## src/hw/rtl/can_dl_pkg.sv

```systemverilog
// Shared types and constants for the CAN download packet reassembler.
package can_dl_pkg;

    localparam int ID_W          = 29;
    localparam int ADDR_W        = 19;
    localparam int PAYLOAD_BYTES = 6;
    localparam int IDX_W         = $clog2(PAYLOAD_BYTES);
    localparam int QUEUE_DEPTH   = 2;
    localparam int PADDR_W       = 3;
    localparam int PDATA_W       = 32;

    localparam logic [ID_W-1:0]  BASE_ID       = 29'h500;
    localparam logic [ID_W-1:0]  NODE_ID_RESET = 29'hFF;
    localparam logic [IDX_W-1:0] LAST_IDX      = IDX_W'(PAYLOAD_BYTES - 1);
    localparam logic [15:0]      COUNT_MAX     = 16'hFFFF;

    // Register index (paddr word bit)
    localparam logic REG_NODE_ID = 1'b0;

    // Result kinds
    localparam logic KIND_HEADER = 1'b0;
    localparam logic KIND_WRITE  = 1'b1;

    typedef struct packed {
        logic [ID_W-1:0] frame_id;
        logic [7:0]      byte0;
        logic [7:0]      byte1;
        logic [7:0]      byte2;
        logic [7:0]      byte3;
        logic [7:0]      byte4;
        logic [7:0]      byte5;
        logic [7:0]      byte6;
        logic [7:0]      byte7;
    } in_item_t;

    typedef struct packed {
        logic              kind;
        logic [ADDR_W-1:0] write_address;
        logic [7:0]        write_byte;
        logic [15:0]       package_count;
        logic [15:0]       total_length;
        logic [15:0]       expected_crc;
        logic [15:0]       byte_count;
        logic              finished;
        logic              last;
    } out_item_t;

    // Classified frame handed from front to back
    typedef struct packed {
        logic                                is_header;
        logic [ADDR_W-1:0]                   base_address;
        logic [PAYLOAD_BYTES-1:0][7:0]       payload;
    } frame_cmd_t;

    typedef struct packed {
        logic       valid;
        frame_cmd_t cmd;
    } enq_req_t;

    typedef struct packed {
        logic full;
        logic empty;
    } q_status_t;

endpackage

```

## src/hw/rtl/can_dl_front.sv

```systemverilog
// Front end: accepts frames, filters identifiers and classifies packets.
module can_dl_front
    import can_dl_pkg::*;
(
    input  logic            push,
    output logic            full,
    input  in_item_t        frame,
    input  logic [ID_W-1:0] node_id,
    input  q_status_t       q_status,
    output enq_req_t        enq
);

    logic        accept;
    logic        id_hit;
    logic [15:0] pkt;
    logic [15:0] pkt_m1;
    logic [ADDR_W-1:0] pkt_ext;

    assign full   = q_status.full;
    assign accept = push && !q_status.full;

    // Download identifier match, broadcast or node-specific
    assign id_hit = (frame.frame_id == BASE_ID) || (frame.frame_id == (BASE_ID | node_id));

    // Packet number and base buffer address (packet-1)*6
    assign pkt     = {frame.byte1, frame.byte0};
    assign pkt_m1  = pkt - 16'd1;
    assign pkt_ext = ADDR_W'(pkt_m1);

    always_comb
    begin
        enq.valid            = accept && id_hit;
        enq.cmd.is_header    = (pkt == 16'd0);
        enq.cmd.base_address = (pkt_ext << 2) + (pkt_ext << 1);
        enq.cmd.payload      = {frame.byte7, frame.byte6, frame.byte5,
                                frame.byte4, frame.byte3, frame.byte2};
    end

endmodule

```

## src/hw/rtl/can_dl_queue.sv

```systemverilog
// Short queue of classified frames between front and back.
module can_dl_queue
    import can_dl_pkg::*;
#(
    parameter int DEPTH = QUEUE_DEPTH
)
(
    input  logic       clk,
    input  logic       rst_n,
    input  enq_req_t   enq,
    input  logic       deq,
    output frame_cmd_t deq_cmd,
    output q_status_t  status
);

    localparam int PTR_W = (DEPTH > 1) ? $clog2(DEPTH) : 1;
    localparam int CNT_W = $clog2(DEPTH + 1);

    frame_cmd_t         mem_reg [DEPTH];
    logic [PTR_W-1:0]   wr_ptr_reg, wr_ptr_next;
    logic [PTR_W-1:0]   rd_ptr_reg, rd_ptr_next;
    logic [CNT_W-1:0]   cnt_reg, cnt_next;
    logic               do_wr, do_rd;

    assign status.full  = (cnt_reg == CNT_W'(DEPTH));
    assign status.empty = (cnt_reg == '0);
    assign do_wr        = enq.valid && !status.full;
    assign do_rd        = deq && !status.empty;
    assign deq_cmd      = mem_reg[rd_ptr_reg];

    // Pointer and fill count update
    always_comb
    begin
        wr_ptr_next = wr_ptr_reg;
        rd_ptr_next = rd_ptr_reg;
        cnt_next    = cnt_reg;
        if (do_wr)
        begin
            wr_ptr_next = (wr_ptr_reg == PTR_W'(DEPTH - 1)) ? '0 : wr_ptr_reg + 1'b1;
        end
        if (do_rd)
        begin
            rd_ptr_next = (rd_ptr_reg == PTR_W'(DEPTH - 1)) ? '0 : rd_ptr_reg + 1'b1;
        end
        if (do_wr && !do_rd)
        begin
            cnt_next = cnt_reg + 1'b1;
        end
        else if (do_rd && !do_wr)
        begin
            cnt_next = cnt_reg - 1'b1;
        end
    end

    always_ff @(posedge clk or negedge rst_n)
    begin
        if (!rst_n)
        begin
            wr_ptr_reg <= '0;
            rd_ptr_reg <= '0;
            cnt_reg    <= '0;
        end
        else
        begin
            wr_ptr_reg <= wr_ptr_next;
            rd_ptr_reg <= rd_ptr_next;
            cnt_reg    <= cnt_next;
        end
    end

    // Entry storage
    always_ff @(posedge clk)
    begin
        if (do_wr)
        begin
            mem_reg[wr_ptr_reg] <= enq.cmd;
        end
    end

endmodule

```

## src/hw/rtl/can_dl_back.sv

```systemverilog
// Back end: latches headers, emits byte writes and keeps the byte count.
module can_dl_back
    import can_dl_pkg::*;
(
    input  logic       clk,
    input  logic       rst_n,
    input  q_status_t  q_status,
    input  frame_cmd_t q_cmd,
    output logic       q_pop,
    output out_item_t  result,
    output logic       empty,
    input  logic       pop
);

    frame_cmd_t       cmd_reg, cmd_next;
    logic             busy_reg, busy_next;
    logic [IDX_W-1:0] idx_reg, idx_next;
    out_item_t        out_reg, out_next;
    logic             out_valid_reg, out_valid_next;
    logic [15:0]      pc_reg, pc_next;
    logic [15:0]      len_reg, len_next;
    logic [15:0]      crc_reg, crc_next;
    logic [15:0]      cnt_reg, cnt_next;
    logic             done_reg, done_next;

    logic        take, step, fin, hit;
    logic [15:0] cnt_inc;

    assign take   = pop && out_valid_reg;
    assign step   = busy_reg && (!out_valid_reg || pop);
    assign empty  = !out_valid_reg;
    assign result = out_reg;

    assign cnt_inc = (cnt_reg == COUNT_MAX) ? cnt_reg : cnt_reg + 16'd1;
    assign hit     = (cnt_inc == len_reg);

    // One result per step; next frame loads as the current one ends
    always_comb
    begin
        cmd_next       = cmd_reg;
        busy_next      = busy_reg;
        idx_next       = idx_reg;
        out_next       = out_reg;
        out_valid_next = out_valid_reg && !take;
        pc_next        = pc_reg;
        len_next       = len_reg;
        crc_next       = crc_reg;
        cnt_next       = cnt_reg;
        done_next      = done_reg;
        fin            = 1'b0;

        if (step)
        begin
            out_valid_next = 1'b1;
            if (cmd_reg.is_header)
            begin
                pc_next                = {cmd_reg.payload[1], cmd_reg.payload[0]};
                len_next               = {cmd_reg.payload[3], cmd_reg.payload[2]};
                crc_next               = {cmd_reg.payload[5], cmd_reg.payload[4]};
                out_next.kind          = KIND_HEADER;
                out_next.write_address = '0;
                out_next.write_byte    = '0;
                out_next.package_count = pc_next;
                out_next.total_length  = len_next;
                out_next.expected_crc  = crc_next;
                out_next.byte_count    = cnt_reg;
                out_next.finished      = done_reg;
                out_next.last          = 1'b1;
                fin                    = 1'b1;
            end
            else
            begin
                cnt_next               = cnt_inc;
                done_next              = done_reg || hit;
                out_next.kind          = KIND_WRITE;
                out_next.write_address = cmd_reg.base_address + ADDR_W'(idx_reg);
                out_next.write_byte    = cmd_reg.payload[idx_reg];
                out_next.package_count = pc_reg;
                out_next.total_length  = len_reg;
                out_next.expected_crc  = crc_reg;
                out_next.byte_count    = cnt_inc;
                out_next.finished      = done_next;
                out_next.last          = hit || (idx_reg == LAST_IDX);
                fin                    = out_next.last;
                idx_next               = idx_reg + 1'b1;
            end
        end

        if (fin)
        begin
            busy_next = 1'b0;
            idx_next  = '0;
        end

        q_pop = (!busy_reg || fin) && !q_status.empty;
        if (q_pop)
        begin
            cmd_next  = q_cmd;
            busy_next = 1'b1;
            idx_next  = '0;
        end
    end

    always_ff @(posedge clk or negedge rst_n)
    begin
        if (!rst_n)
        begin
            busy_reg      <= 1'b0;
            idx_reg       <= '0;
            out_valid_reg <= 1'b0;
            pc_reg        <= '0;
            len_reg       <= '0;
            crc_reg       <= '0;
            cnt_reg       <= '0;
            done_reg      <= 1'b0;
        end
        else
        begin
            busy_reg      <= busy_next;
            idx_reg       <= idx_next;
            out_valid_reg <= out_valid_next;
            pc_reg        <= pc_next;
            len_reg       <= len_next;
            crc_reg       <= crc_next;
            cnt_reg       <= cnt_next;
            done_reg      <= done_next;
        end
    end

    // Payload registers
    always_ff @(posedge clk)
    begin
        cmd_reg <= cmd_next;
        out_reg <= out_next;
    end

    // Byte count only grows
    a_cnt_monotonic: assert property (@(posedge clk) disable iff (!rst_n)
        1'b1 |=> cnt_reg >= $past(cnt_reg))
        else $error("byte count decreased");

    // Finished flag is sticky
    a_done_sticky: assert property (@(posedge clk) disable iff (!rst_n)
        done_reg |=> done_reg)
        else $error("finished flag cleared");

    // Byte index stays inside the payload while a frame is active
    a_idx_range: assert property (@(posedge clk) disable iff (!rst_n)
        busy_reg |-> idx_reg <= LAST_IDX)
        else $error("byte index out of range");

    // A header result always closes its frame
    a_header_last: assert property (@(posedge clk) disable iff (!rst_n)
        (out_valid_reg && (out_reg.kind == KIND_HEADER)) |-> out_reg.last)
        else $error("header result without last");

    // No frame is pulled from the queue while the current one is mid-way
    a_no_early_load: assert property (@(posedge clk) disable iff (!rst_n)
        (busy_reg && !step) |-> !q_pop)
        else $error("frame loaded while busy");

endmodule

```

## src/hw/rtl/can_download_packet_reassembler.sv

```systemverilog
// Top level of the CAN download packet reassembler.
//
//  channel  | handshake              | payload      | notes
//  ---------+------------------------+--------------+------------------------------
//  frame    | push / full            | in_item_t    | taken when push && !full
//  result   | empty / pop            | out_item_t   | taken when pop && !empty
//  config   | psel/penable/pwrite    | pwdata[28:0] | node_id at 0x0, pready tied 1
//
// A header frame gives one result; a data frame gives one to six results,
// set by the back-end byte sequencer, one per cycle unless pop stalls the result.
// Frames with a foreign identifier are absorbed in the accept cycle.
// The frame queue (QUEUE_DEPTH entries) lets the front keep accepting while
// the result register is stalled by pop; full rises once it fills.
// Reset clears all latched header values, the byte count and the flag.
module can_download_packet_reassembler
    import can_dl_pkg::*;
#(
    parameter int QUEUE_DEPTH = can_dl_pkg::QUEUE_DEPTH
)
(
    input  logic               clk,
    input  logic               rst_n,
    input  logic               push,
    output logic               full,
    input  in_item_t           frame,
    output logic               empty,
    input  logic               pop,
    output out_item_t          result,
    input  logic               psel,
    input  logic               penable,
    input  logic               pwrite,
    input  logic [PADDR_W-1:0] paddr,
    input  logic [PDATA_W-1:0] pwdata,
    output logic [PDATA_W-1:0] prdata,
    output logic               pready
);

    logic [ID_W-1:0] node_id_reg, node_id_next;
    q_status_t       q_status;
    enq_req_t        enq;
    frame_cmd_t      q_cmd;
    logic            q_pop;
    logic            reg_sel;

    // Configuration register
    assign pready  = 1'b1;
    assign reg_sel = (paddr[2] == REG_NODE_ID);
    assign prdata  = reg_sel ? PDATA_W'(node_id_reg) : '0;

    always_comb
    begin
        node_id_next = node_id_reg;
        if (psel && penable && pwrite && pready && reg_sel)
        begin
            node_id_next = pwdata[ID_W-1:0];
        end
    end

    always_ff @(posedge clk or negedge rst_n)
    begin
        if (!rst_n)
        begin
            node_id_reg <= NODE_ID_RESET;
        end
        else
        begin
            node_id_reg <= node_id_next;
        end
    end

    can_dl_front u_front (
        .push     (push),
        .full     (full),
        .frame    (frame),
        .node_id  (node_id_reg),
        .q_status (q_status),
        .enq      (enq)
    );

    can_dl_queue #(
        .DEPTH (QUEUE_DEPTH)
    ) u_queue (
        .clk     (clk),
        .rst_n   (rst_n),
        .enq     (enq),
        .deq     (q_pop),
        .deq_cmd (q_cmd),
        .status  (q_status)
    );

    can_dl_back u_back (
        .clk      (clk),
        .rst_n    (rst_n),
        .q_status (q_status),
        .q_cmd    (q_cmd),
        .q_pop    (q_pop),
        .result   (result),
        .empty    (empty),
        .pop      (pop)
    );

endmodule
```

## config.mk

```make
export PLATFORM = sky130hd
export DESIGN_NAME = can_download_packet_reassembler
export DESIGN_NICKNAME = d
export VERILOG_FILES = /design/src/hw/rtl/can_dl_pkg.sv /design/src/hw/rtl/can_dl_front.sv /design/src/hw/rtl/can_dl_queue.sv /design/src/hw/rtl/can_dl_back.sv /design/src/hw/rtl/can_download_packet_reassembler.sv
export SDC_FILE = /design/constraint.sdc
export NUM_CORES = 1
export LEC_CHECK = 0
export BUFFER_PORTS_ARGS = -buffer_cell sky130_fd_sc_hd__buf_2
export CAP_MARGIN = 0
export CORE_ASPECT_RATIO = 0.7
export CORE_UTILIZATION = 51
export DETAILED_ROUTE_END_ITERATION = 6
export HOLD_SLACK_MARGIN = 0.15
export PLACE_DENSITY_LB_ADDON = 0.08
export SLEW_MARGIN = 20
export SYNTH_ARGS = -nofsm -noshare
export SYNTH_HDL_FRONTEND = slang
export SYNTH_SLANG_ARGS = --single-unit
```

## constraint.sdc

```tcl
create_clock -name clk -period 15.2 [get_ports clk]
set_input_delay 1.52 -clock clk [delete_from_list [all_inputs] [get_ports clk]]
set_output_delay 1.52 -clock clk [all_outputs]
set_load 0.01 [all_outputs]
```

-- Yosys cells after proc, flatten, opt, wreduce, memory -nomap -nowiden
Memories as Yosys holds them, arrays and structs flattened. A register that Yosys moved wholly into a read port is not among the register bits.
Cells that the tools add are included.
- ROM bits: 0
- memories: 1
- logic and storage cells: 94
- output and inout bits: 129
- latch bits: 0
- register bits after elaboration: 197
- memory bits (writable): 136
- bits of input ports: 135
- memory list (memory ; depth ; width ; rd ports ; clocked after Yosys merged registers in ; wr ports ; RTL line ; RTL):
    u_queue.mem_reg ; 2 ; 68 ; 1 ; 1 ; 1 ; can_dl_queue.sv:19 ; frame_cmd_t mem_reg [DEPTH];
- multiplexer cells: 20
- bitwise gates (word level): 2
- multiply operators: 0
- add/sub/neg operators: 9
- $lt $le $gt $ge: 1
- reduce and logical (&&, ||, !) cells: 33
- equal/unequal tests: 7
- shifts and indexed selects: 0
- div/mod/pow operators: 0
- operators with widths (operator ; number):
    $mux 94 ; 1
    $eq 29x11->1 const B ; 1
    $eq 29x29->1 ; 1
    $mux 29 ; 1
    $bmux 8 s3 ; 1
    $add 18x17->19 ; 1
    $add 19x3->19 ; 1
    $add 16x1->16 const B ; 1
    $eq 16x16->1 ; 1
    $eq 16x16->1 const B ; 1
    $logic_not 16->1 ; 1
    $mux 16 ; 1
    $sub 16x1->16 const B ; 1
    $logic_and 1x1->1 ; 13
    $mux 3 ; 4
    $mux 1 ; 9
    $mux 8 ; 1
    $logic_not 1->1 ; 7
    $reduce_and 2->1 ; 3
    $logic_or 1x1->1 ; 5
    $lt 3x4->1 const B ; 1
    $mux 2 ; 2
    $reduce_bool 2->1 ; 2
    $add 3x1->3 const B ; 1
    9 further kinds ; 11

-- Depth between registers and ports, before layout
Gate-level depths: netlist (run 1).
- depth in word-level cells: 12
- depth in mapped cells: 14
- mapped depth without buffers: 13

-- By module
Synthesis (run 1) repeated with hierarchy kept, for this count alone.
- cells, all modules: 1264
- area, all modules: 18596.6 µm²
- modules (own cells, without submodules) (module ; area an instance (µm²) ; seq. area each (µm²) ; times used ; cells an instance):
    can_dl_back ; 10289.9 ; 6616.3 ; 1 ; 698
    can_dl_queue ; 5146.2 ; 4184.0 ; 1 ; 231
    can_dl_front ; 1778.0 ; 0.0 ; 1 ; 235
    can_download_packet_reassembler ; 1382.6 ; 735.7 ; 1 ; 100

-- Worst setup path before layout (run 1)
OpenSTA, ideal clock, no wires.
- kind: input to register
- start: input port frame[69] (netlist bit)
- end: memory u_queue.mem_reg[0][0] (netlist bit), enable pin
- stages: 6
- buffers on the path: 0
- arrival: 5.552 ns
- slack: 9.147 ns
- library setup time: 0.500 ns
- data required time: 14.700 ns
- cell sequence: xnor2_1 nand4_1 nor4_1 a41oi_1 nor3b_1 nor2b_1
- longest elaborated chain between the ends: 6
- elaborated cells on any way between the ends: 7
- ends and longest elaborated chain (item ; RTL line ; RTL):
    from (decl) ; can_download_packet_reassembler.sv:25 ; input in_item_t frame,
    $eq 29x11->1 / $eq 29x29->1 (equally long branches) ; can_dl_front.sv:23 ; assign id_hit = (frame.frame_id == BASE_ID) || (frame.frame_id == (BASE_ID | node_id));
    $logic_or 1x1->1 (*) ; can_dl_front.sv:23 ;
    $logic_and 1x1->1 (*) ; can_dl_front.sv:32 ; enq.valid = accept && id_hit;
    $logic_and 1x1->1 (*) ; can_dl_queue.sv:27 ; assign do_wr = enq.valid && !status.full;
    net u_queue.do_wr ; can_dl_queue.sv:23 ; logic do_wr, do_rd;
    $mux 1 (*) ; can_dl_queue.sv:74 ; if (do_wr)
    $mux 1 (not written as such) (*) ; can_dl_queue.sv:76 ; mem_reg[wr_ptr_reg] <= enq.cmd;
    to (decl) ; can_dl_queue.sv:19 ;
Mark *: on every way through the listed nets, which the timed path passes. The rest lies on a longest branch.

==> implementation parameters, run 1 <==
Parameter                              Value

Outcome
  Status    completed

Timing
  Setup TNS after final layout    0 ps
  Final worst path period share    0.3564
  RSZ-0062 raised after global routing    no
  Max Freq    184.6 MHz
  Min cycle time layout    5417 ps
  Final-report setup violation count    0
  Final hold violation count    0
  Transition time at the pin with the least slew margin    1076 ps
  Final clock skew    22.15 ps
  Worst-case headroom to the max-slew limit    0.2829
  Max-slew violation count    0

Floorplanning
  Core Rows    56
  Area of the core    0.03377 mm2
  Die footprint    0.03541 mm2
  Die width    224.5 um
  I/O pin count    264
  Floorplan die height    157.7 um
  Initial standard-cell utilization of the core    0.5233

Logic synthesis
  Most used DFF post-synth    sky130_fd_sc_hd__edfxtp_1
  Cell Area, Synth    0.01767 mm2
  Synthesized area per cell    14.90 um2
  Total of flip-flops plus latches after synthesis    398
  Post-synthesis compound-gate area fraction    0.03766
  Synth top area cells    sky130_fd_sc_hd__edfxtp_1 50%, sky130_fd_sc_hd__dfrtp_1 13%, sky130_fd_sc_hd__mux2_2 13%
  Number of enable flip-flop cells after synthesis    295
  Largest family of logic cells by synthesized area    multiplexers
  Area fraction in and, or, nand and nor cells after synthesis    0.08135
  Mux share of post-synthesis cell area    0.1395
  Portion of synthesized cell area occupied by the leading cell type    0.5012
  Share of synthesized area occupied by flip-flops and latches    0.6476
  Adder-Cell Fraction of Synth Area    0.01855
  Ys async rst share    0.2588
  Distinct cell type count of the synthesized netlist    70
  Post-synthesis instance total    1186
  Top cell type by total area after synthesis    sky130_fd_sc_hd__edfxtp_1
  Fraction of synthesized cell area in xor and xnor cells    0.05480
  Yosys warns    0

Routing
  WL per Instance    20.94 um
  Final WL    40490 um
  Post-route ant nets    0
  Vias/cell    5.501
  Detailed-route DRC error count    0
  Detailed-router iteration count before antenna repair    5
  Number of vias after detailed routing    10640
  DR iter-0 viols    912

Setup path
  CP Class    in2reg
  Most frequent cell on the critical path    sky130_fd_sc_hd__or3_1
  Critical-path maximum fanout    4
  CP max stage cell    sky130_fd_sc_hd__a2111oi_1
  Worst setup endpoint    u_queue.mem_reg[1][64]
  Setup crit end kind    flop
  Origin of the worst setup path    frame[59]
  CP Cell Sequence    buf_2 > or3_1 > nor2_1 > nand2_1 > or3_1 > or3_1 > nor3_1 > xor2_1 > ha_1 > or2_2 > a2111oi_1 > nor2_1 > o311ai_0
  Worst reg2reg path startpoint    u_back.cnt_reg[0]
  Slack of the worst reg-to-reg path    10580 ps
  Stage delay of the slowest cell on the critical path    840 ps
  Startpoint kind of the worst setup timing path    input port
  Terminus of the critical flop-to-flop path    u_back.cmd_reg[22]
  Critical path required time    15450 ps
  Worst R2R Path Depth    10
  Worst EP arrival    5670 ps

Cells and area
  Most common library cell in the layout ignoring fill and taps    sky130_fd_sc_hd__edfxtp_1
  Layout-stage area growth over the synthesis result    17.25%
  Final-stage net count    1599
  Ratio of cells with drive above 1 in the final layout    0.3835
  Most used cells in the layout excluding fill and tap cells    295 x sky130_fd_sc_hd__edfxtp_1, 253 x sky130_fd_sc_hd__buf_2, 202 x sky130_fd_sc_hd__mux2_2
  Total of fill cells in the finished design    2574
  Max reg flops    134

Placed design
  GP Congestion    0.9037
  Count of port buffers added during placement    254
  Placed wire-length estimate after detailed placement    27750 um

CTS
  Clock root buffer    sky130_fd_sc_hd__clkbuf_16
  Count of hold buffers inserted by post-cts repair    0
  Buffers inserted during post-CTS setup optimization    0
  Count of clock tree sinks    398
  Number of levels in the clock H-tree    2
  Post-CTS Resized    0
  Clock transition at the registers of the reported paths    60 ps
  Maximum buffer depth of the clock tree    3
  TritonCTS clock tree    built
  Clk Latency, worst-skew pair    550 ps
  Number of buffers inserted during clock tree synthesis    39

GRT
  Global-route wire length before repair    60310 um
  Number of antenna violations at the first check in global routing    3
  Total overflow reported by the global router    0
  Largest net degree at the start of global routing    72
  Vias in the first global route    9938
  Aggregate global-route resource usage    0.2280

Power and ir drop
  Total power of the final layout    2.607 mW
  Peak ir drop on the vdd network    0.00008053 V
  Power density over the cells    125.8 mW/mm2
  Leak Pwr    7.791 nW

Worst hold path
  Worst hold stages    1
  Classification of the worst-slack hold path    reg2reg

Run
  Count of maximum capacitance violations    0
## how the worst min path moves through the flow
stage                    startpoint               to  slack (ps)
global placement    u_back.done_reg  u_back.done_reg         450
CTS                 u_back.done_reg  u_back.done_reg         470
global route        u_back.done_reg  u_back.done_reg         490
floorplan           u_back.done_reg  u_back.done_reg         440
finish              u_back.done_reg  u_back.done_reg         480
detailed placement  u_back.done_reg  u_back.done_reg         460
## routing by layer
metal | part of all wire | wire, um | up-vias | track usage
li1 | - | - | 4930 | -
met1 | 0.50 | 20270 | 5312 | 0.3665
met3 | 0.062 | 2516 | 44 | 0.03990
met5 | 0.00037 | 15 | - | 0
met2 | 0.42 | 17150 | 350 | 0.3204
met4 | 0.013 | 536 | 2 | 0.04827
## logic make-up after synthesis
group / count (synthesis)
AO/OA/AOI/OAI: 95
XOR/XNOR: 109
AND/OR/NAND/NOR: 267
buffers and inverters: 79
flip-flops: 398
adder cells (fa/ha/maj): 25
other: 2
multiplexers: 211
## cell type report
class / instances / area, um2 / share of cell area
clock inverter: 17 / 276.5 / 0.01334
tap: 464 / 580.6 / 0.02802
timing repair buffer: 265 / 1369 / 0.06606
antenna: 2 / 5.005 / 0.0002415
sequential: 398 / 11450 / 0.5524
inverter: 24 / 92.59 / 0.004468
multi-input combinational: 711 / 5902 / 0.2848
clock buffer: 53 / 1049 / 0.05060
## stage by stage
step                hold slack (ps)  cell area [um2]  setup slack [ps]  cells    util
CTS                           472.5            20690              9672   1931  0.6128
floorplan                     437.2            17680              9147   1188       -
finish                        475.5            20720              9783   1934  0.6136
detailed placement            456.0            19370              9118   1861  0.5735
global route                  486.1            20720              9589   1933  0.6135
global placement              452.7            19370              9326   1861  0.5735
## worst max-delay path: cells and delay by family
| kind | cells | cell delay, ps |
|---|---|---|
| AND/OR/NAND/NOR | 8 | 2120 |
| AO/OA/AOI/OAI | 2 | 1510 |
| XOR/XNOR | 1 | 130 |
| adder cells (fa/ha/maj) | 1 | 270 |
| buffers and inverters | 1 | 110 |
## power breakdown
group,total [mW],internal (mW),leakage (nW),switching (mW)
Combinational,0.287,0.146,3.29,0.141
Clock,1.00,0.592,0.641,0.409
Sequential,1.32,1.26,3.86,0.0605
Total,2.61,2.00,7.79,0.610
## cells in the mapped netlist (3+ instances only)
cell / number
sky130_fd_sc_hd__edfxtp_1: 295
sky130_fd_sc_hd__mux2_2: 202
sky130_fd_sc_hd__dfrtp_1: 95
sky130_fd_sc_hd__xnor2_1: 62
sky130_fd_sc_hd__nand2_1: 56
sky130_fd_sc_hd__nor2_1: 49
sky130_fd_sc_hd__xor2_1: 46
sky130_fd_sc_hd__nor2b_1: 38
sky130_fd_sc_hd__clkbuf_1: 32
sky130_fd_sc_hd__nor3_1: 30
sky130_fd_sc_hd__a21oi_1: 23
sky130_fd_sc_hd__ha_1: 23
sky130_fd_sc_hd__inv_1: 22
sky130_fd_sc_hd__o21ai_0: 21
sky130_fd_sc_hd__nor4_1: 16
sky130_fd_sc_hd__nand4_1: 15
sky130_fd_sc_hd__nand3_1: 14
sky130_fd_sc_hd__a22oi_1: 9
sky130_fd_sc_hd__or3_1: 9
sky130_fd_sc_hd__buf_2: 8
sky130_fd_sc_hd__dfstp_2: 8
sky130_fd_sc_hd__mux4_2: 8
sky130_fd_sc_hd__and3_1: 7
sky130_fd_sc_hd__buf_4: 7
sky130_fd_sc_hd__nand2b_1: 7
sky130_fd_sc_hd__buf_1: 5
sky130_fd_sc_hd__a2111oi_0: 4
sky130_fd_sc_hd__a31oi_1: 4
sky130_fd_sc_hd__and4_1: 4
sky130_fd_sc_hd__o21bai_1: 4
sky130_fd_sc_hd__o31ai_1: 4
sky130_fd_sc_hd__a211oi_1: 3
sky130_fd_sc_hd__a311oi_1: 3
sky130_fd_sc_hd__buf_6: 3
sky130_fd_sc_hd__o22ai_1: 3
No activity file was read; power rests on OpenSTA's default activity.
==> run 2, diff against run 1 <==
--- a/config.mk
+++ b/config.mk
@@ -5,6 +5,7 @@
 export SDC_FILE = /design/constraint.sdc
 export NUM_CORES = 1
 export LEC_CHECK = 0
+export ABC_AREA = 1
 export BUFFER_PORTS_ARGS = -buffer_cell sky130_fd_sc_hd__buf_2
 export CAP_MARGIN = 0
 export CORE_ASPECT_RATIO = 0.7
==> constraint.sdc (replaced) <==
create_clock -name clk -period 5.5 [get_ports clk]
set_input_delay 0.55 -clock clk [delete_from_list [all_inputs] [get_ports clk]]
set_output_delay 0.55 -clock clk [all_outputs]
set_load 0.01 [all_outputs]
==> run 2 against run 1 <==
Register-to-register slack lost 8700 ps. Critical endpoint is now u_back.cmd_reg[61]. Die area shrank 1.3%. Setup slack lost 7900 ps. Core utilization shrank 0.54 points. Critical path depth grew 2.
==> implementation parameters, run 2 <==
Parameter                              Value

CTS
  Post-CTS Resized    0 (unchanged)
  Clk Latency, worst-skew pair    540 ps (about the same)
  Clock transition at the registers of the reported paths    60 ps (about the same)
  Maximum buffer depth of the clock tree    3 (unchanged)
  Number of levels in the clock H-tree    2 (unchanged)
  TritonCTS clock tree    built
  Count of clock tree sinks    398 (unchanged)
  Clock root buffer    sky130_fd_sc_hd__clkbuf_16
  Number of buffers inserted during clock tree synthesis    38 (-2.6%)

Logic synthesis
  Cell Area, Synth    0.01744 mm2 (-1.3%)
  Top cell type by total area after synthesis    sky130_fd_sc_hd__edfxtp_1
  Share of synthesized area occupied by flip-flops and latches    0.6561 (+0.008501)
  Distinct cell type count of the synthesized netlist    49 (-30%)
  Most used DFF post-synth    sky130_fd_sc_hd__edfxtp_1
  Synthesized area per cell    10.36 um2 (-30%)
  Fraction of synthesized cell area in xor and xnor cells    0.02202 (-0.03278)
  Post-synthesis compound-gate area fraction    0.08550 (+0.04783)
  Largest family of logic cells by synthesized area    simple AND/OR/NAND/NOR gates
  Adder-Cell Fraction of Synth Area    0.01879 (+0.0002435)
  Most repeated cell in the gate-level netlist after synthesis    sky130_fd_sc_hd__nand2_1
  Total of flip-flops plus latches after synthesis    398 (unchanged)
  Number of enable flip-flop cells after synthesis    295 (unchanged)
  Portion of synthesized cell area occupied by the leading cell type    0.5078 (+0.006579)
  Post-synthesis instance total    1684 (+42%)
  Area fraction in and, or, nand and nor cells after synthesis    0.1654 (+0.08405)
  Mux share of post-synthesis cell area    0 (-0.1395)
  Synth top area cells    sky130_fd_sc_hd__edfxtp_1 51%, sky130_fd_sc_hd__dfrtp_1 14%, sky130_fd_sc_hd__nand2_1 9.8%
  Yosys warns    0 (unchanged)
  Post-synth top cells    456 x sky130_fd_sc_hd__nand2_1, 295 x sky130_fd_sc_hd__edfxtp_1, 161 x sky130_fd_sc_hd__inv_1
  Ys async rst share    0.2588 (unchanged)

Timing
  Transition time at the pin with the least slew margin    977.2 ps (-98.53 ps)
  Min cycle time layout    3610 ps
  Max-slew violation count    0 (unchanged)
  Final-report setup violation count    0 (unchanged)
  Final worst path period share    0.6565
  Setup TNS after final layout    0 ps (unchanged)
  RSZ-0062 raised after global routing    no
  Worst-case headroom to the max-slew limit    0.3479 (+0.06498)
  Final Worst Setup Slack    1890 ps (-7893 ps)
  Max Freq    277.0 MHz
  Final hold violation count    0 (unchanged)
  Final clock skew    14.01 ps (-8.135 ps)

Routing
  Final WL    40830 um (+0.83%)
  Number of vias after detailed routing    12380 (+16%)
  Detailed-router iteration count before antenna repair    5 (unchanged)
  Post-route ant nets    0 (unchanged)
  Detailed-route DRC error count    0 (unchanged)
  DR iter-0 viols    1050 (+15%)
  WL per Instance    17.04 um (-19%)
  Vias/cell    5.167 (-6.1%)

Power and ir drop
  Share of power burned in combinational logic    0.283 (+0.173)
  Clk network pwr share    0.257 (-0.127)
  Leak Pwr    8.963 nW (+15%)
  Net switching power figure    3.600 mW (+490%)
  Power density over the cells    508.9 mW/mm2 (+300%)
  Sequential Power Share    0.460 (-0.046)
  Power Internal    6.787 mW (+240%)
  Sw Share    0.3466 (+0.1125)
  Peak ir drop on the vdd network    0.0002335 V (+190%)

Cells and area
  Final-stage net count    2090 (+31%)
  Most used cells in the layout excluding fill and tap cells    455 x sky130_fd_sc_hd__nand2_1, 295 x sky130_fd_sc_hd__edfxtp_1, 253 x sky130_fd_sc_hd__buf_2
  Max reg flops    134 (unchanged)
  Ratio of cells with drive above 1 in the final layout    0.1878 (-0.1958)
  Layout-stage area growth over the synthesis result    17.01%
  Most common library cell in the layout ignoring fill and taps    sky130_fd_sc_hd__nand2_1

Setup path
  Worst reg2reg path startpoint    u_back.cnt_reg[0]
  Startpoint kind of the worst setup timing path    flop
  Critical-path maximum fanout    45 (+41)
  Stage delay of the slowest cell on the critical path    480 ps (-360 ps)
  Setup crit end kind    flop
  CP Class    reg2reg
  Origin of the worst setup path    u_back.cnt_reg[0]
  CP max stage cell    sky130_fd_sc_hd__dfrtp_1
  Critical path required time    5710 ps (-9740 ps)
  Most frequent cell on the critical path    sky130_fd_sc_hd__nand2_4
  CP Cell Sequence    ha_1 > nand3_2 > nor2_4 > nand2_4 > nand2_1 > xor2_1 > nand2_1 > nor2_1 > nand3_2 > nand2_4 > nand2_4 > nand2_4 > nand2_4 > inv_2 > buf_12
  Worst EP arrival    3820 ps (-1850 ps)

Floorplanning
  I/O pin count    264 (unchanged)
  Die footprint    0.03496 mm2 (-1.3%)
  Area of the core    0.03356 mm2 (-0.62%)
  Initial standard-cell utilization of the core    0.5198 (-0.003545)
  Core Rows    56 (unchanged)
  Die width    223.1 um (-0.64%)
  Floorplan die height    156.7 um (-0.64%)

GRT
  Total overflow reported by the global router    0 (unchanged)
  Vias in the first global route    11510 (+16%)
  Number of antenna violations at the first check in global routing    2 (-1)
  Global-route wire length before repair    63000 um (+4.5%)
  Largest net degree at the start of global routing    80 (+11%)
  Aggregate global-route resource usage    0.2358 (+0.007852)

Placed design
  Count of port buffers added during placement    254 (unchanged)
  Worst Setup Slack post-DPL    1819 ps (-7299 ps)
  GP Congestion    0.8498 (-6.0%)
  Placed wire-length estimate after detailed placement    28260 um (+1.8%)

Run
  Count of maximum capacitance violations    0 (unchanged)

Worst hold path
  Classification of the worst-slack hold path    in2reg
  Startpoint of the lowest-slack hold path    frame[28]

Outcome
  Status    completed
[run 2: cell types whose count changed after synthesis, sizes merged, moves of 38 or more]
cell   before  now
mux2      202    0
a21oi      23   91
nor2b      38    0
nand2      57  468
xnor2      62   16
nor2       50  147
o21ai      21  163
inv        23  165
[run 2: cell families (layout without fill, tap and decap cells)]
| logic type | count (synthesis) | in the layout |
|---|---|---|
| simple gates | 700 | 700 |
| flops | 398 | 398 |
| compound gates | 284 | 284 |
| buf+inv | 232 | 506 |
| xor+xnor | 43 | 43 |
| fa+ha+maj | 25 | 25 |
| other cells | 2 | 5 |
[run 2: per-layer routing]
metal  track usage  wire (um)  vias up
li1              -          -     6110
met1        0.3502      19490     5872
met2        0.3619      18120      338
met3       0.03718       2477       57
met4       0.06240        718        2
met5             0         13        -
[run 2: repair_timing]
action / CTS / global route
endpoints found under the hold margin: 53 / 0
buffers inserted: 0 / 0
hold buffers: 1 / 0
[run 2: cell type report]
class,count,area (um2)
Fill cell,2841,13150
Sequential cell,398,11450
Multi-Input combinational cell,1056,5124
Timing Repair Buffer,269,1401
Clock buffer,58,1130
Inverter,167,629.4
Tap cell,435,544.3
Clock inverter,12,132.6
Antenna cell,1,2.502
[run 2: metrics by stage]
step           utilization  cells  instance area (um2)  hold slack [ps]  power, mW
2_1_floorplan            -   1686                17450            254.4      6.595
3_3_place_gp        0.5702   2324                19140            441.0      7.704
3_5_place_dp        0.5702   2324                19140            452.1      7.791
4_1_cts             0.6081   2395                20410            171.1      10.47
5_1_grt             0.6081   2396                20410            180.1      11.03
6_report            0.6081   2396                20410            199.6      10.39
[run 2: worst paths after layout]
path	depth (start not counted)	slack, ps	to
worst max-delay path	15	1890	u_back.cmd_reg[61]
worst min-delay path	1	200	u_queue.mem_reg[0][20]
worst max register to register	15	1890	u_back.cmd_reg[61]
worst min register to register	2	460	u_back.done_reg
max in group asynchronous	3	3600	u_queue.rd_ptr_reg
min in group asynchronous	2	630	u_back.cnt_reg[5]
[run 2: power by group through the flow]
stage	Clock, mW	Sequential (mW)	Combinational (mW)
after floorplan	0	4.84	1.75
after global placement	0	4.82	2.89
after detailed placement	0	4.83	2.96
after CTS	2.71	4.78	2.98
after global routing	2.83	4.86	3.33
final	2.67	4.78	2.94
[run 2: worst max-delay path: cells and delay by family, from the launching register on]
family	cells	cell delay (ps)
xor+xnor	1	160
buf+inv	2	780
flops	1	480
simple gates	11	1510
fa+ha+maj	1	260
==> run 3, diff against run 2 <==
--- a/config.mk
+++ b/config.mk
@@ -5,7 +5,7 @@
 export SDC_FILE = /design/constraint.sdc
 export NUM_CORES = 1
 export LEC_CHECK = 0
-export ABC_AREA = 1
+export ABC_AREA = 0
 export BUFFER_PORTS_ARGS = -buffer_cell sky130_fd_sc_hd__buf_2
 export CAP_MARGIN = 0
 export CORE_ASPECT_RATIO = 0.7
==> constraint.sdc (replaced) <==
create_clock -name clk -period 3.6 [get_ports clk]
set_input_delay 0.36 -clock clk [delete_from_list [all_inputs] [get_ports clk]]
set_output_delay 0.36 -clock clk [all_outputs]
set_load 0.01 [all_outputs]
==> run 3 against run 2 <==
Setup slack got worse by 1700 ps. Final cell count fell by 13%. Global-route usage rose by 0.12 points. Critical endpoint is now u_queue.cnt_reg[1]. Largest power group unchanged.
==> implementation parameters, run 3 (synthesized netlist as in run 1, its figures left out) <==
Parameter                              Value

Outcome
  Status    completed

GRT
  Global-route wire length before repair    63120 um (+0.19%)
  Number of antenna violations at the first check in global routing    0 (-2)
  Total overflow reported by the global router    0 (unchanged)
  Aggregate global-route resource usage    0.2370 (+0.001184)
  Vias in the first global route    10810 (-6.1%)
  Largest net degree at the start of global routing    68 (-15%)

Floorplanning
  Die width    224.5 um (+0.65%)
  Initial standard-cell utilization of the core    0.5233 (+0.003545)
  Die footprint    0.03541 mm2 (+1.3%)
  Floorplan die height    157.7 um (+0.64%)
  I/O pin count    264 (unchanged)
  Area of the core    0.03377 mm2 (+0.63%)
  Core Rows    56 (unchanged)

Timing
  RSZ-0062 raised after global routing    no
  Max Freq    297.4 MHz (+7.4%)
  Max-slew violation count    0 (unchanged)
  Post-Route Hold Slack    173.5 ps (-26.16 ps)
  Final worst path period share    0.9340 (+0.2776)
  Final Worst Setup Slack    237.6 ps (-1652 ps)
  Min cycle time layout    3362 ps (-248.0 ps)
  Final clock skew    25.15 ps (+11.14 ps)
  Final-report setup violation count    0 (unchanged)
  Final hold violation count    0 (unchanged)
  Transition time at the pin with the least slew margin    1069 ps (+91.42 ps)
  Worst-case headroom to the max-slew limit    0.2876 (-0.06025)

Cells and area
  Sequential cell area    0.01145 mm2 (unchanged)
  Max reg flops    134 (unchanged)
  Most used cells in the layout excluding fill and tap cells    295 x sky130_fd_sc_hd__edfxtp_1, 253 x sky130_fd_sc_hd__buf_2, 202 x sky130_fd_sc_hd__mux2_2
  Most common library cell in the layout ignoring fill and taps    sky130_fd_sc_hd__edfxtp_1
  Ratio of cells with drive above 1 in the final layout    0.3897 (+0.2019)
  Final-stage net count    1738 (-17%)
  Total of fill cells in the finished design    2496 (-12%)
  Final core utilization    0.6504 (+0.04227)
  Layout-stage area growth over the synthesis result    24.29%
  Final std cells w/o fill    2073 (-13%)
  Footprint of the multi-input gates    0.005908 mm2 (+15%)
  Number of diodes added for antenna fixing    0 (-1)

Setup path
  Startpoint kind of the worst setup timing path    flop
  Critical path required time    4060 ps (-1650 ps)
  CP Class    reg2reg
  Critical-path maximum fanout    11 (-76%)
  Setup crit end kind    flop
  Worst EP arrival    3830 ps (about the same)

Routing
  Number of vias after detailed routing    11020 (-11%)
  Final WL    41660 um (+2.0%)
  WL per Instance    20.10 um (+18%)
  DR iter-0 viols    766 (-27%)
  Vias/cell    5.316 (+2.9%)
  Detailed-route DRC error count    0 (unchanged)
  Post-route ant nets    0 (unchanged)
  Detailed-router iteration count before antenna repair    5 (unchanged)

CTS
  Clock transition at the registers of the reported paths    70 ps (about the same)
  Clk Latency, worst-skew pair    550 ps (about the same)
  Clock root buffer    sky130_fd_sc_hd__clkbuf_16
  Number of levels in the clock H-tree    2 (unchanged)
  Maximum buffer depth of the clock tree    3 (unchanged)
  Count of clock tree sinks    398 (unchanged)
  Number of buffers inserted during clock tree synthesis    39 (+2.6%)
  TritonCTS clock tree    built

Power and ir drop
  Leak Pwr    8.424 nW (-6.0%)
  Peak ir drop on the vdd network    0.0004991 V (+110%)
  Power density over the cells    497.9 mW/mm2 (-2.2%)
  Total power of the final layout    10.94 mW (+5.3%)

Worst hold path
  Classification of the worst-slack hold path    in2reg

Placed design
  Count of port buffers added during placement    254 (unchanged)
  Placed Cells    1922 (-17%)
  GP Congestion    0.8974 (+5.6%)
  Worst Setup Slack post-DPL    -402.9 ps (-2222 ps)
  Placed wire-length estimate after detailed placement    28950 um (+2.5%)

Run
  Count of maximum capacitance violations    0 (unchanged)
run 3: cell count changes in the layout (fill, tap and decap cells not counted), moves of 78 or more:
cell | before | now
sky130_fd_sc_hd__inv_1 | 159 | 22
sky130_fd_sc_hd__dlygate4sd3_1 | 1 | 79
sky130_fd_sc_hd__nor2_1 | 138 | 49
sky130_fd_sc_hd__o21ai_0 | 159 | 21
sky130_fd_sc_hd__nand2_1 | 455 | 55
sky130_fd_sc_hd__mux2_2 | 0 | 202
run 3: cell type report:
| class | instances | area share |
|---|---|---|
| well taps | 464 | 0.02643 |
| inverters | 24 | 0.004215 |
| repair buffers | 404 | 0.1217 |
| flip-flops and latches | 398 | 0.5211 |
| clock buffers | 57 | 0.05166 |
| clock inverters | 15 | 0.005924 |
| multi-input cells | 711 | 0.2690 |
run 3: timing repair:
| action | CTS | global route |
|---|---|---|
| endpoints found under the setup margin | 0 | 3 |
| resized for setup | 0 | 2 |
| hold endpoints to repair | 174 | 0 |
| setup buffers | 0 | 0 |
| hold buffers | 79 | 0 |
run 3: metrics by stage:
| step | area, um2 | setup TNS, ps |
|---|---|---|
| floorplan | 17700 | 0 |
| global placement | 19910 | -665.7 |
| detailed placement | 19910 | -1398 |
| CTS | 21960 | 0 |
| global route | 21970 | 0 |
| finish | 21970 | 0 |
run 3: final timing paths:
check,start,endpoint,slack [ps],cells past startpoint
worst max-delay path,u_back.cnt_reg[0],u_queue.cnt_reg[1],240,12
worst min-delay path,frame[55],u_queue.mem_reg[1][67],170,2
worst max register to register,u_back.cnt_reg[0],u_queue.cnt_reg[1],240,12
worst min register to register,u_back.done_reg,u_back.done_reg,470,1
max in group asynchronous,rst_n,u_back.cnt_reg[0],2350,3
min in group asynchronous,rst_n,u_back.crc_reg[9],420,2
run 3: critical path, cell delays in order (launching register included):
cell and delay, ps:
sky130_fd_sc_hd__dfrtp_1 350, sky130_fd_sc_hd__ha_1 190, sky130_fd_sc_hd__nand3_2 290, sky130_fd_sc_hd__a2111oi_4 540, sky130_fd_sc_hd__xnor2_1 160, sky130_fd_sc_hd__a311o_1 380, sky130_fd_sc_hd__a2111oi_4 290, sky130_fd_sc_hd__nand4b_2 190
sky130_fd_sc_hd__nand2_2 160, sky130_fd_sc_hd__a31oi_1 110, sky130_fd_sc_hd__ha_1 350, sky130_fd_sc_hd__nor2_1 130, sky130_fd_sc_hd__xor2_1 140
run 3: power breakdown:
| part | leakage, nW | total (mW) | internal, mW | switching [mW] |
|---|---|---|---|---|
| clock network | 0.625 | 4.02 | 2.28 | 1.74 |
| registers | 3.86 | 5.60 | 5.31 | 0.281 |
| logic | 3.94 | 1.32 | 0.712 | 0.607 |
| total | 8.42 | 10.9 | 8.31 | 2.62 |
run 3: layer usage:
metal  up-vias  global-route usage  part of all wire
met3        43             0.03842             0.054
met5         -                   0                 0
met4         0             0.04989             0.013
li1       5207                   -                 -
met2       297              0.3568              0.44
met1      5474              0.3629              0.49
